**config.mk**
```make
export PLATFORM = sky130hd
export DESIGN_NAME = perspective_project_clip_unit_flat
export DESIGN_NICKNAME = d
export VERILOG_FILES = /design/src/design/ppc_pkg.sv /design/src/design/ppc_if.sv /design/src/design/perspective_project_clip_unit.sv /design/src/design/ppc_ram.sv /design/src/design/ppc_div.sv /design/src/flat_wrapper.sv
export SDC_FILE = /design/constraint.sdc
export NUM_CORES = 1
export LEC_CHECK = 0
export ABC_AREA = 1
export BUFFER_PORTS_ARGS = -buffer_cell sky130_fd_sc_hd__buf_2
export CAP_MARGIN = 20
export CORE_ASPECT_RATIO = 2
export CORE_MARGIN = 4
export CORE_UTILIZATION = 41
export CTS_CLUSTER_SIZE = 16
export DETAILED_ROUTE_END_ITERATION = 7
export GPL_TIMING_DRIVEN = 0
export PLACE_DENSITY_LB_ADDON = 0.15
export SLEW_MARGIN = 30
export SYNTH_ARGS = -nofsm -noshare
export SYNTH_HDL_FRONTEND = slang
export SYNTH_SLANG_ARGS = --single-unit
```
**constraint.sdc**
```tcl
create_clock -name clk_i -period 15.05 [get_ports clk_i]
set_input_delay 1.505 -clock clk_i [delete_from_list [all_inputs] [get_ports clk_i]]
set_output_delay 1.505 -clock clk_i [all_outputs]
set_load 0.01 [all_outputs]
```
**src/design/ppc_pkg.sv**
```systemverilog
package ppc_pkg;

  localparam int unsigned NumCfg = 8;
  localparam int unsigned CfgIdxW = 3;
  localparam int unsigned CfgDataW = 8;
  localparam int unsigned ProdW = 15;
  localparam int unsigned DivW = 8;

  localparam logic [CfgIdxW-1:0] CfgNearLimit = 3'd0;
  localparam logic [CfgIdxW-1:0] CfgScreenDist = 3'd1;
  localparam logic [CfgIdxW-1:0] CfgCenterX = 3'd2;
  localparam logic [CfgIdxW-1:0] CfgCenterY = 3'd3;
  localparam logic [CfgIdxW-1:0] CfgViewLeft = 3'd4;
  localparam logic [CfgIdxW-1:0] CfgViewRight = 3'd5;
  localparam logic [CfgIdxW-1:0] CfgViewTop = 3'd6;
  localparam logic [CfgIdxW-1:0] CfgViewBottom = 3'd7;

  localparam logic [5:0] ClipNear = 6'h01;
  localparam logic [5:0] ClipFar = 6'h02;
  localparam logic [5:0] ClipLeft = 6'h04;
  localparam logic [5:0] ClipRight = 6'h08;
  localparam logic [5:0] ClipTop = 6'h10;
  localparam logic [5:0] ClipBottom = 6'h20;

  typedef struct packed {
    logic signed [7:0] vert_x;
    logic signed [7:0] vert_y;
    logic signed [7:0] vert_z;
    logic signed [7:0] pos_x;
    logic signed [7:0] pos_y;
    logic signed [7:0] pos_z;
    logic              last_vertex;
  } in_item_t;

  typedef struct packed {
    logic [5:0] clip_code;
    logic [7:0] screen_x;
    logic [7:0] screen_y;
    logic [5:0] model_clip_or;
    logic       last_out;
  } out_item_t;

endpackage

```
**src/design/ppc_if.sv**
```systemverilog
interface ppc_in_if;
  logic               valid;
  logic               ready;
  ppc_pkg::in_item_t  data;
  modport source (output valid, output data, input ready);
  modport sink (input valid, input data, output ready);
endinterface

interface ppc_out_if;
  logic               valid;
  logic               ready;
  ppc_pkg::out_item_t data;
  modport source (output valid, output data, input ready);
  modport sink (input valid, input data, output ready);
endinterface

```
**src/design/perspective_project_clip_unit.sv**
```systemverilog
// Perspective projection with clip outcodes for one model vertex per transaction.
// The input channel carries a model vertex, the model position and a flag that
// marks the last vertex of a model. The output channel returns the clip code,
// the screen position (zero when clipped), the running OR of clip codes over
// the model and a copy of the last flag. Eight configuration registers are
// written through a plain write port; the user must do so only while the unit
// is idle, since the block itself does not enforce it. One vertex is in flight
// at a time. After input acceptance the running clip OR is read from a one-entry
// RAM, the two scaled coordinates are formed in the multiply state, and two
// restoring dividers, one per axis, divide by depth before the result is
// registered. The input is ready again in the cycle after the result is
// registered, so no new vertex is taken before the last one is through.
// The result sits in an output register; a stalled receiver holds it there and
// the next vertex is processed up to the point of its result, where it waits.
// Reset loads the register defaults and clears the running clip OR; no
// clearing pass is needed.
module perspective_project_clip_unit #(
  parameter int unsigned DEPTH_RANGE = 128
) (
  input  logic                        clk_i,
  input  logic                        rst_ni,
  input  logic                        cfg_we_i,
  input  logic [ppc_pkg::CfgIdxW-1:0] cfg_idx_i,
  input  logic [ppc_pkg::CfgDataW-1:0] cfg_data_i,
  ppc_in_if.sink                      in_i,
  ppc_out_if.source                   out_o
);
  import ppc_pkg::*;

  localparam logic [2:0] S_IDLE = 3'd0;
  localparam logic [2:0] S_MUL = 3'd1;
  localparam logic [2:0] S_START = 3'd2;
  localparam logic [2:0] S_DIV = 3'd3;
  localparam logic [2:0] S_FIN = 3'd4;
  localparam logic signed [9:0] DepthLim = 10'(DEPTH_RANGE);

  logic [6:0] near_q;
  logic [7:0] dist_q, cx_q, cy_q, left_q, right_q, top_q, bottom_q;

  logic [2:0] state_q, state_d;
  logic signed [9:0] x_q, y_q, z_q;
  logic last_q;
  logic [ProdW-1:0] px_q, py_q, qx, qy;
  logic [5:0] acc_q, acc_rd;
  logic acc_vld_q;
  logic done_x, done_y;
  out_item_t out_q;
  logic out_vld_q;

  logic in_fire, fin_go;
  logic [9:0] ax, ay;
  logic signed [9:0] ext_l, ext_r, ext_t, ext_b;
  logic is_near, is_far;
  logic [5:0] code, total;
  logic [1:0] bx, by;
  logic [7:0] sx, sy;

  assign in_i.ready = (state_q == S_IDLE);
  assign in_fire = in_i.valid && in_i.ready;
  assign fin_go = (state_q == S_FIN) && (!out_vld_q || out_o.ready);

  always_ff @(posedge clk_i or negedge rst_ni) begin
    if (!rst_ni) begin
      near_q <= 7'd32;
      dist_q <= 8'd80;
      cx_q <= 8'd128;
      cy_q <= 8'd104;
      left_q <= 8'd0;
      right_q <= 8'd255;
      top_q <= 8'd0;
      bottom_q <= 8'd208;
    end else if (cfg_we_i) begin
      case (cfg_idx_i)
        CfgNearLimit: near_q <= cfg_data_i[6:0];
        CfgScreenDist: dist_q <= cfg_data_i;
        CfgCenterX: cx_q <= cfg_data_i;
        CfgCenterY: cy_q <= cfg_data_i;
        CfgViewLeft: left_q <= cfg_data_i;
        CfgViewRight: right_q <= cfg_data_i;
        CfgViewTop: top_q <= cfg_data_i;
        CfgViewBottom: bottom_q <= cfg_data_i;
        default: ;
      endcase
    end
  end

  always_comb begin
    state_d = state_q;
    case (state_q)
      S_IDLE: if (in_fire) state_d = S_MUL;
      S_MUL: state_d = S_START;
      S_START: state_d = S_DIV;
      S_DIV: if (done_x && done_y) state_d = S_FIN;
      S_FIN: if (fin_go) state_d = S_IDLE;
      default: state_d = S_IDLE;
    endcase
  end

  always_ff @(posedge clk_i or negedge rst_ni) begin
    if (!rst_ni) begin
      state_q <= S_IDLE;
      out_vld_q <= 1'b0;
      acc_vld_q <= 1'b0;
    end else begin
      state_q <= state_d;
      if (fin_go) begin
        out_vld_q <= 1'b1;
        acc_vld_q <= 1'b1;
      end else if (out_o.ready) begin
        out_vld_q <= 1'b0;
      end
    end
  end

  assign ax = x_q[9] ? 10'(-x_q) : x_q;
  assign ay = y_q[9] ? 10'(-y_q) : y_q;

  always_ff @(posedge clk_i) begin
    if (in_fire) begin
      x_q <= 10'(in_i.data.vert_x) + 10'(in_i.data.pos_x);
      y_q <= 10'(in_i.data.vert_y) + 10'(in_i.data.pos_y);
      z_q <= 10'(in_i.data.vert_z) + 10'(in_i.data.pos_z);
      last_q <= in_i.data.last_vertex;
    end
    if (state_q == S_MUL) begin
      px_q <= {7'd0, dist_q} * {8'd0, ax[6:0]};
      py_q <= {7'd0, dist_q} * {8'd0, ay[6:0]};
      acc_q <= acc_vld_q ? acc_rd : 6'd0;
    end
    if (fin_go) begin
      out_q <= '{clip_code: code, screen_x: sx, screen_y: sy,
                 model_clip_or: total, last_out: last_q};
    end
  end

  ppc_ram #(.WIDTH(6), .DEPTH(1)) u_acc_ram (
    .clk_i   (clk_i),
    .we_i    (fin_go),
    .waddr_i (1'b0),
    .wdata_i (last_q ? 6'd0 : total),
    .re_i    (in_fire),
    .raddr_i (1'b0),
    .rdata_o (acc_rd)
  );

  ppc_div u_div_x (
    .clk_i      (clk_i),
    .rst_ni     (rst_ni),
    .start_i    (state_q == S_START),
    .dividend_i (px_q),
    .divisor_i  (z_q[7:0]),
    .done_o     (done_x),
    .quot_o     (qx)
  );

  ppc_div u_div_y (
    .clk_i      (clk_i),
    .rst_ni     (rst_ni),
    .start_i    (state_q == S_START),
    .dividend_i (py_q),
    .divisor_i  (z_q[7:0]),
    .done_o     (done_y),
    .quot_o     (qy)
  );

  assign ext_l = $signed({2'b0, cx_q}) - $signed({2'b0, left_q});
  assign ext_r = $signed({2'b0, right_q}) - $signed({2'b0, cx_q});
  assign ext_t = $signed({2'b0, cy_q}) - $signed({2'b0, top_q});
  assign ext_b = $signed({2'b0, bottom_q}) - $signed({2'b0, cy_q});

  assign is_near = z_q < $signed({3'b0, near_q});
  assign is_far = z_q >= DepthLim;

  always_comb begin
    bx = 2'b00;
    by = 2'b00;
    if (x_q != '0) begin
      if (ax > 10'd127 || z_q <= 0 ||
          $signed({1'b0, qx}) >= 16'(x_q[9] ? ext_l : ext_r)) begin
        bx = x_q[9] ? 2'b01 : 2'b10;
      end
    end
    if (y_q != '0) begin
      if (ay > 10'd127 || z_q <= 0 ||
          $signed({1'b0, qy}) >= 16'(y_q[9] ? ext_t : ext_b)) begin
        by = y_q[9] ? 2'b01 : 2'b10;
      end
    end
    if (is_near) begin
      code = ClipNear;
    end else if (is_far) begin
      code = ClipFar;
    end else begin
      code = {by, bx, 2'b00};
    end
    total = acc_q | code;
    if (code == '0) begin
      sx = (x_q == '0) ? cx_q : (x_q[9] ? cx_q - qx[7:0] : cx_q + qx[7:0]);
      sy = (y_q == '0) ? cy_q : (y_q[9] ? cy_q - qy[7:0] : cy_q + qy[7:0]);
    end else begin
      sx = 8'd0;
      sy = 8'd0;
    end
  end

  assign out_o.valid = out_vld_q;
  assign out_o.data = out_q;

endmodule

```
**src/design/ppc_ram.sv**
```systemverilog
module ppc_ram #(
  parameter int unsigned WIDTH = 6,
  parameter int unsigned DEPTH = 1,
  localparam int unsigned AW = (DEPTH > 1) ? $clog2(DEPTH) : 1
) (
  input  logic             clk_i,
  input  logic             we_i,
  input  logic [AW-1:0]    waddr_i,
  input  logic [WIDTH-1:0] wdata_i,
  input  logic             re_i,
  input  logic [AW-1:0]    raddr_i,
  output logic [WIDTH-1:0] rdata_o
);

  logic [WIDTH-1:0] mem_q [DEPTH];

  always_ff @(posedge clk_i) begin
    if (we_i) begin
      mem_q[waddr_i] <= wdata_i;
    end
    if (re_i) begin
      rdata_o <= mem_q[raddr_i];
    end
  end

endmodule

```
**src/design/ppc_div.sv**
```systemverilog
module ppc_div (
  input  logic                      clk_i,
  input  logic                      rst_ni,
  input  logic                      start_i,
  input  logic [ppc_pkg::ProdW-1:0] dividend_i,
  input  logic [ppc_pkg::DivW-1:0]  divisor_i,
  output logic                      done_o,
  output logic [ppc_pkg::ProdW-1:0] quot_o
);
  import ppc_pkg::*;

  logic [ProdW-1:0] quo_q, quo_d;
  logic [DivW-1:0]  rem_q, rem_d, dsr_q;
  logic [3:0]       cnt_q, cnt_d;
  logic             busy_q, busy_d, done_q, done_d;
  logic [DivW:0]    shifted, trial;

  assign shifted = {rem_q, quo_q[ProdW-1]};
  assign trial = shifted - {1'b0, dsr_q};

  always_comb begin
    quo_d = quo_q;
    rem_d = rem_q;
    cnt_d = cnt_q;
    busy_d = busy_q;
    done_d = 1'b0;
    if (start_i) begin
      quo_d = dividend_i;
      rem_d = '0;
      cnt_d = 4'(ProdW - 1);
      busy_d = 1'b1;
    end else if (busy_q) begin
      if (shifted >= {1'b0, dsr_q}) begin
        rem_d = trial[DivW-1:0];
        quo_d = {quo_q[ProdW-2:0], 1'b1};
      end else begin
        rem_d = shifted[DivW-1:0];
        quo_d = {quo_q[ProdW-2:0], 1'b0};
      end
      cnt_d = cnt_q - 4'd1;
      if (cnt_q == '0) begin
        busy_d = 1'b0;
        done_d = 1'b1;
      end
    end
  end

  always_ff @(posedge clk_i or negedge rst_ni) begin
    if (!rst_ni) begin
      busy_q <= 1'b0;
      done_q <= 1'b0;
      cnt_q <= '0;
    end else begin
      busy_q <= busy_d;
      done_q <= done_d;
      cnt_q <= cnt_d;
    end
  end

  always_ff @(posedge clk_i) begin
    quo_q <= quo_d;
    rem_q <= rem_d;
    if (start_i) begin
      dsr_q <= divisor_i;
    end
  end

  assign done_o = done_q;
  assign quot_o = quo_q;

endmodule

```
**src/flat_wrapper.sv**
```systemverilog
// flat-port wrapper written by rule: the top's interface ports become plain ports
module perspective_project_clip_unit_flat import ppc_pkg::*;
#(
  parameter int unsigned DEPTH_RANGE = 128
)
  (clk_i, rst_ni, cfg_we_i, cfg_idx_i, cfg_data_i, in_i_valid, in_i_data, in_i_ready, out_o_valid, out_o_data, out_o_ready);
  ppc_in_if in_i_i ();
  ppc_out_if out_o_i ();
  input  logic clk_i;
  input  logic rst_ni;
  input  logic cfg_we_i;
  input  logic [ppc_pkg::CfgIdxW-1:0] cfg_idx_i;
  input  logic [ppc_pkg::CfgDataW-1:0] cfg_data_i;
  input wire logic [$bits(in_i_i.valid)-1:0] in_i_valid;
  input wire logic [$bits(in_i_i.data)-1:0] in_i_data;
  output wire logic [$bits(in_i_i.ready)-1:0] in_i_ready;
  output wire logic [$bits(out_o_i.valid)-1:0] out_o_valid;
  output wire logic [$bits(out_o_i.data)-1:0] out_o_data;
  input wire logic [$bits(out_o_i.ready)-1:0] out_o_ready;
  assign in_i_i.valid = in_i_valid;
  assign in_i_i.data = in_i_data;
  assign in_i_ready = in_i_i.ready;
  assign out_o_valid = out_o_i.valid;
  assign out_o_data = out_o_i.data;
  assign out_o_i.ready = out_o_ready;
  perspective_project_clip_unit #(.DEPTH_RANGE(DEPTH_RANGE)) u_core (.clk_i(clk_i), .rst_ni(rst_ni), .cfg_we_i(cfg_we_i), .cfg_idx_i(cfg_idx_i), .cfg_data_i(cfg_data_i), .in_i(in_i_i), .out_o(out_o_i));
endmodule
```
==> results.json <==
{
  "clkLatencyLatePin_ps": 560,
  "initial_core_util_pct": 41.5,
  "peakVddDrop_mv": 0.0774,
  "yosys_warnings": 0,
  "worstSetupPathType": "reg -> reg",
  "overflow": 0,
  "synthTopCellsByArea": "edfxtp_1, ha_1, nand2_1, dfrtp_1, fa_1",
  "drt_iter0_drc": 629,
  "ys.flop_type": "edfxtp_1",
  "yosysSeqAreaShare_pct": 37.6,
  "cp.arrival_ps": 6020,
  "hold_viol": 0,
  "cellPowerDensity_nw_per_um2": 208,
  "start_kind": "flip-flop",
  "die_w_um": 155,
  "drive_gt1_share_pct": 10.7,
  "finalCriticalPeriod_ps": 5730,
  "async_flop_share_pct": 33.5,
  "viasPerCell": 5.07,
  "setup_viol": 0,
  "areaGrowthSynthToFinish_pct": 12.5,
  "num_antenna_cells": 0,
  "drv_slew": 0,
  "grt_pass1_wl_um": 75300,
  "antenna_found_initial": 0,
  "timing.fmax_mhz": 175,
  "grt_max_degree": 71,
  "cts-resized-gates": 0,
  "clockBufferDepth": 3,
  "grt_pass1_vias": 14400,
  "die-area_um2": 46600,
  "end_kind": "flip-flop",
  "tritoncts": "built",
  "portBuffers": 95,
  "synth_top_cell_by_area": "edfxtp_1",
  "status": "finished clean",
  "die_y_um": 301,
  "path_clk_slew_ps": 60,
  "grt_usage_pct": 20.6,
  "fin_nets": 2532,
  "synth_area_um2": 17600,
  "cts_setup_buffers": 0,
  "regArea_um2": 6640,
  "htree_levels": 1,
  "stdcell_area_um2": 19900,
  "synth-edff-count": 143,
  "ys_types": 57,
  "root_buffer": "clkbuf_16",
  "multi_input_area_um2": 9520,
  "postRouteAntennaNets": 0,
  "postCtsHoldBufs": 0,
  "leakage_nw": 9.79,
  "max_cap_viol_count": 0,
  "rsz0062_at_grt": "false",
  "synth_top_area_share_pct": 24.3,
  "synth.ff_latch_count": 239,
  "synthAdderAreaFrac_pct": 21.4,
  "synth-compound-area-share_pct": 10.3,
  "synthMuxAreaShare_pct": 0.227,
  "place.gp.congestion": 0.925,
  "synth_top_family_by_area": "adder cells",
  "cts_made_buffers": 25,
  "syn_inst": 2068,
  "nFillCells": 4239,
  "synth.most_common_cell": "nand2_1",
  "tns_ps": 0,
  "wl_um": 47800,
  "rows": 107,
  "slew_headroom_pct": 37.6,
  "dpl_cell_area_um2": 19000,
  "synth-xor-area-share_pct": 3.47,
  "wl_per_cell_um": 17.3,
  "synth_common_cells": "nand2_1, inv_1, ha_1",
  "io-pin-count": 96,
  "dpl.hpwl_um": 39500,
  "worstPathRequired_ps": 15340,
  "fin_skew_ps": 28.3,
  "path_max_fanout": 9,
  "coreArea_um2": 42600,
  "vias": 14000,
  "yosys.area_share.simple_pct": 18.4,
  "worstMarginPinSlew_ps": 929,
  "avgSynthCellArea_um2": 8.53,
  "hold_path_class": "reg -> reg",
  "finalCritPeriodShare_pct": 38.0,
  "drt_first_pass_iters": 8,
  "synth_nets": 2394,
  "clock-sinks": 239,
  "drc": 0
}
==> worst paths after layout <==
kind	end	cells after the start	slack (ps)	from
setup / recovery	u_core.px_q[12]	26	9320	u_core.x_q[0]
max in group asynchronous	u_core.right_q[5]	2	13660	rst_ni
min in group asynchronous	u_core.out_o.valid	1	760	rst_ni
hold reg to reg	u_core.u_acc_ram.rdata_o[1]	0	420	u_core.u_acc_ram.mem_q[0][1]
setup reg to reg	u_core.px_q[12]	26	9320	u_core.x_q[0]
hold / removal	u_core.u_acc_ram.rdata_o[1]	0	420	u_core.u_acc_ram.mem_q[0][1]
==> flip-flops by register name (all words and copies together) (netlist names), 6 cells and up <==
name                      count
u_core.left_q                 8
u_core.bottom_q               8
u_core.px_q                  15
u_core.u_div_x.quot_o        15
u_core.u_div_x.rem_q          8
u_core.out_o.data            29
u_core.u_div_y.quot_o        15
u_core.u_div_y.rem_q          8
u_core.dist_q                 8
u_core.cx_q                   8
u_core.acc_q                  6
u_core.x_q                    9
u_core.z_q                    9
u_core.top_q                  8
u_core.u_acc_ram.rdata_o      6
u_core.y_q                    9
u_core.near_q                 7
u_core.cy_q                   8
u_core.u_acc_ram.mem_q        6
u_core.right_q                8
u_core.u_div_x.dsr_q          8
u_core.py_q                  15
==> critical path, stage by stage, from the launching register on <==
cell and delay (ps):
edfxtp_1 380, buf_6 160, inv_4 60, ha_1 160, inv_1 50, nor2_1 90, nand2_1 110, inv_1 90
nand3_1 80, nand3_1 80, nand2_1 200, inv_1 240, nor2_1 100, fa_1 540, inv_1 70, fa_1 530
inv_1 50, fa_1 530, inv_1 70, fa_1 550, inv_1 50, ha_1 360, a21oi_1 190, o21ai_0 150
a21oi_1 260, o21ai_0 140, xor2_1 170
==> metrics by stage <==
step	hold WS (ps)	setup slack (ps)	cells	utilization (%)	power, mW
after detailed placement	409	9320	2724	44.6	3.49
after global routing	436	9030	2770	46.7	4.55
after CTS	424	9370	2770	46.7	4.17
after floorplan	400	9760	2068	-	2.84
after global placement	405	6670	2708	44.2	3.42
final	422	9320	2770	46.7	4.12
==> where the power goes <==
part	internal [mW]	switching [mW]	total (mW)
registers	1.00	0.157	1.16
logic	0.859	1.44	2.30
clock network	0.384	0.278	0.662
total	2.25	1.88	4.12
==> routing by layer <==
metal	routed length, um	vias up	global-route usage (%)
met1	16400	6650	20.4
met3	1420	110	1.84
met2	27300	282	41.6
met4	2720	0	10.5
met5	0	-	0
li1	-	6995	-
==> area by class of cell <==
type                       count  share of cell area [%]
timing repair buffer         111                    3.23
tap                          545                    3.43
buffer                        35                   0.857
clock inverter                17                    1.11
multi-input combinational   1439                    47.9
inverter                     355                    6.73
clock buffer                  29                    3.28
sequential                   239                    33.4
==> placed cells by master (no fill, tap or decap), drive strengths merged, types with 57 or more instances in the layout <==
master and count:
fa 69, a21oi 123, nand3 59, o21ai 169, dfrtp 62, edfxtp 143, nor2 203, ha 192
nand2 441, inv 355, buf 121, xor2 57
==> logic make-up after synthesis <==
kind of cell    Yosys count
simple gates            766
buf+inv                 390
compound gates          338
fa+ha+maj               261
flops                   239
xor+xnor                 70
mux                       4
No activity file was read; power rests on OpenSTA's default activity.
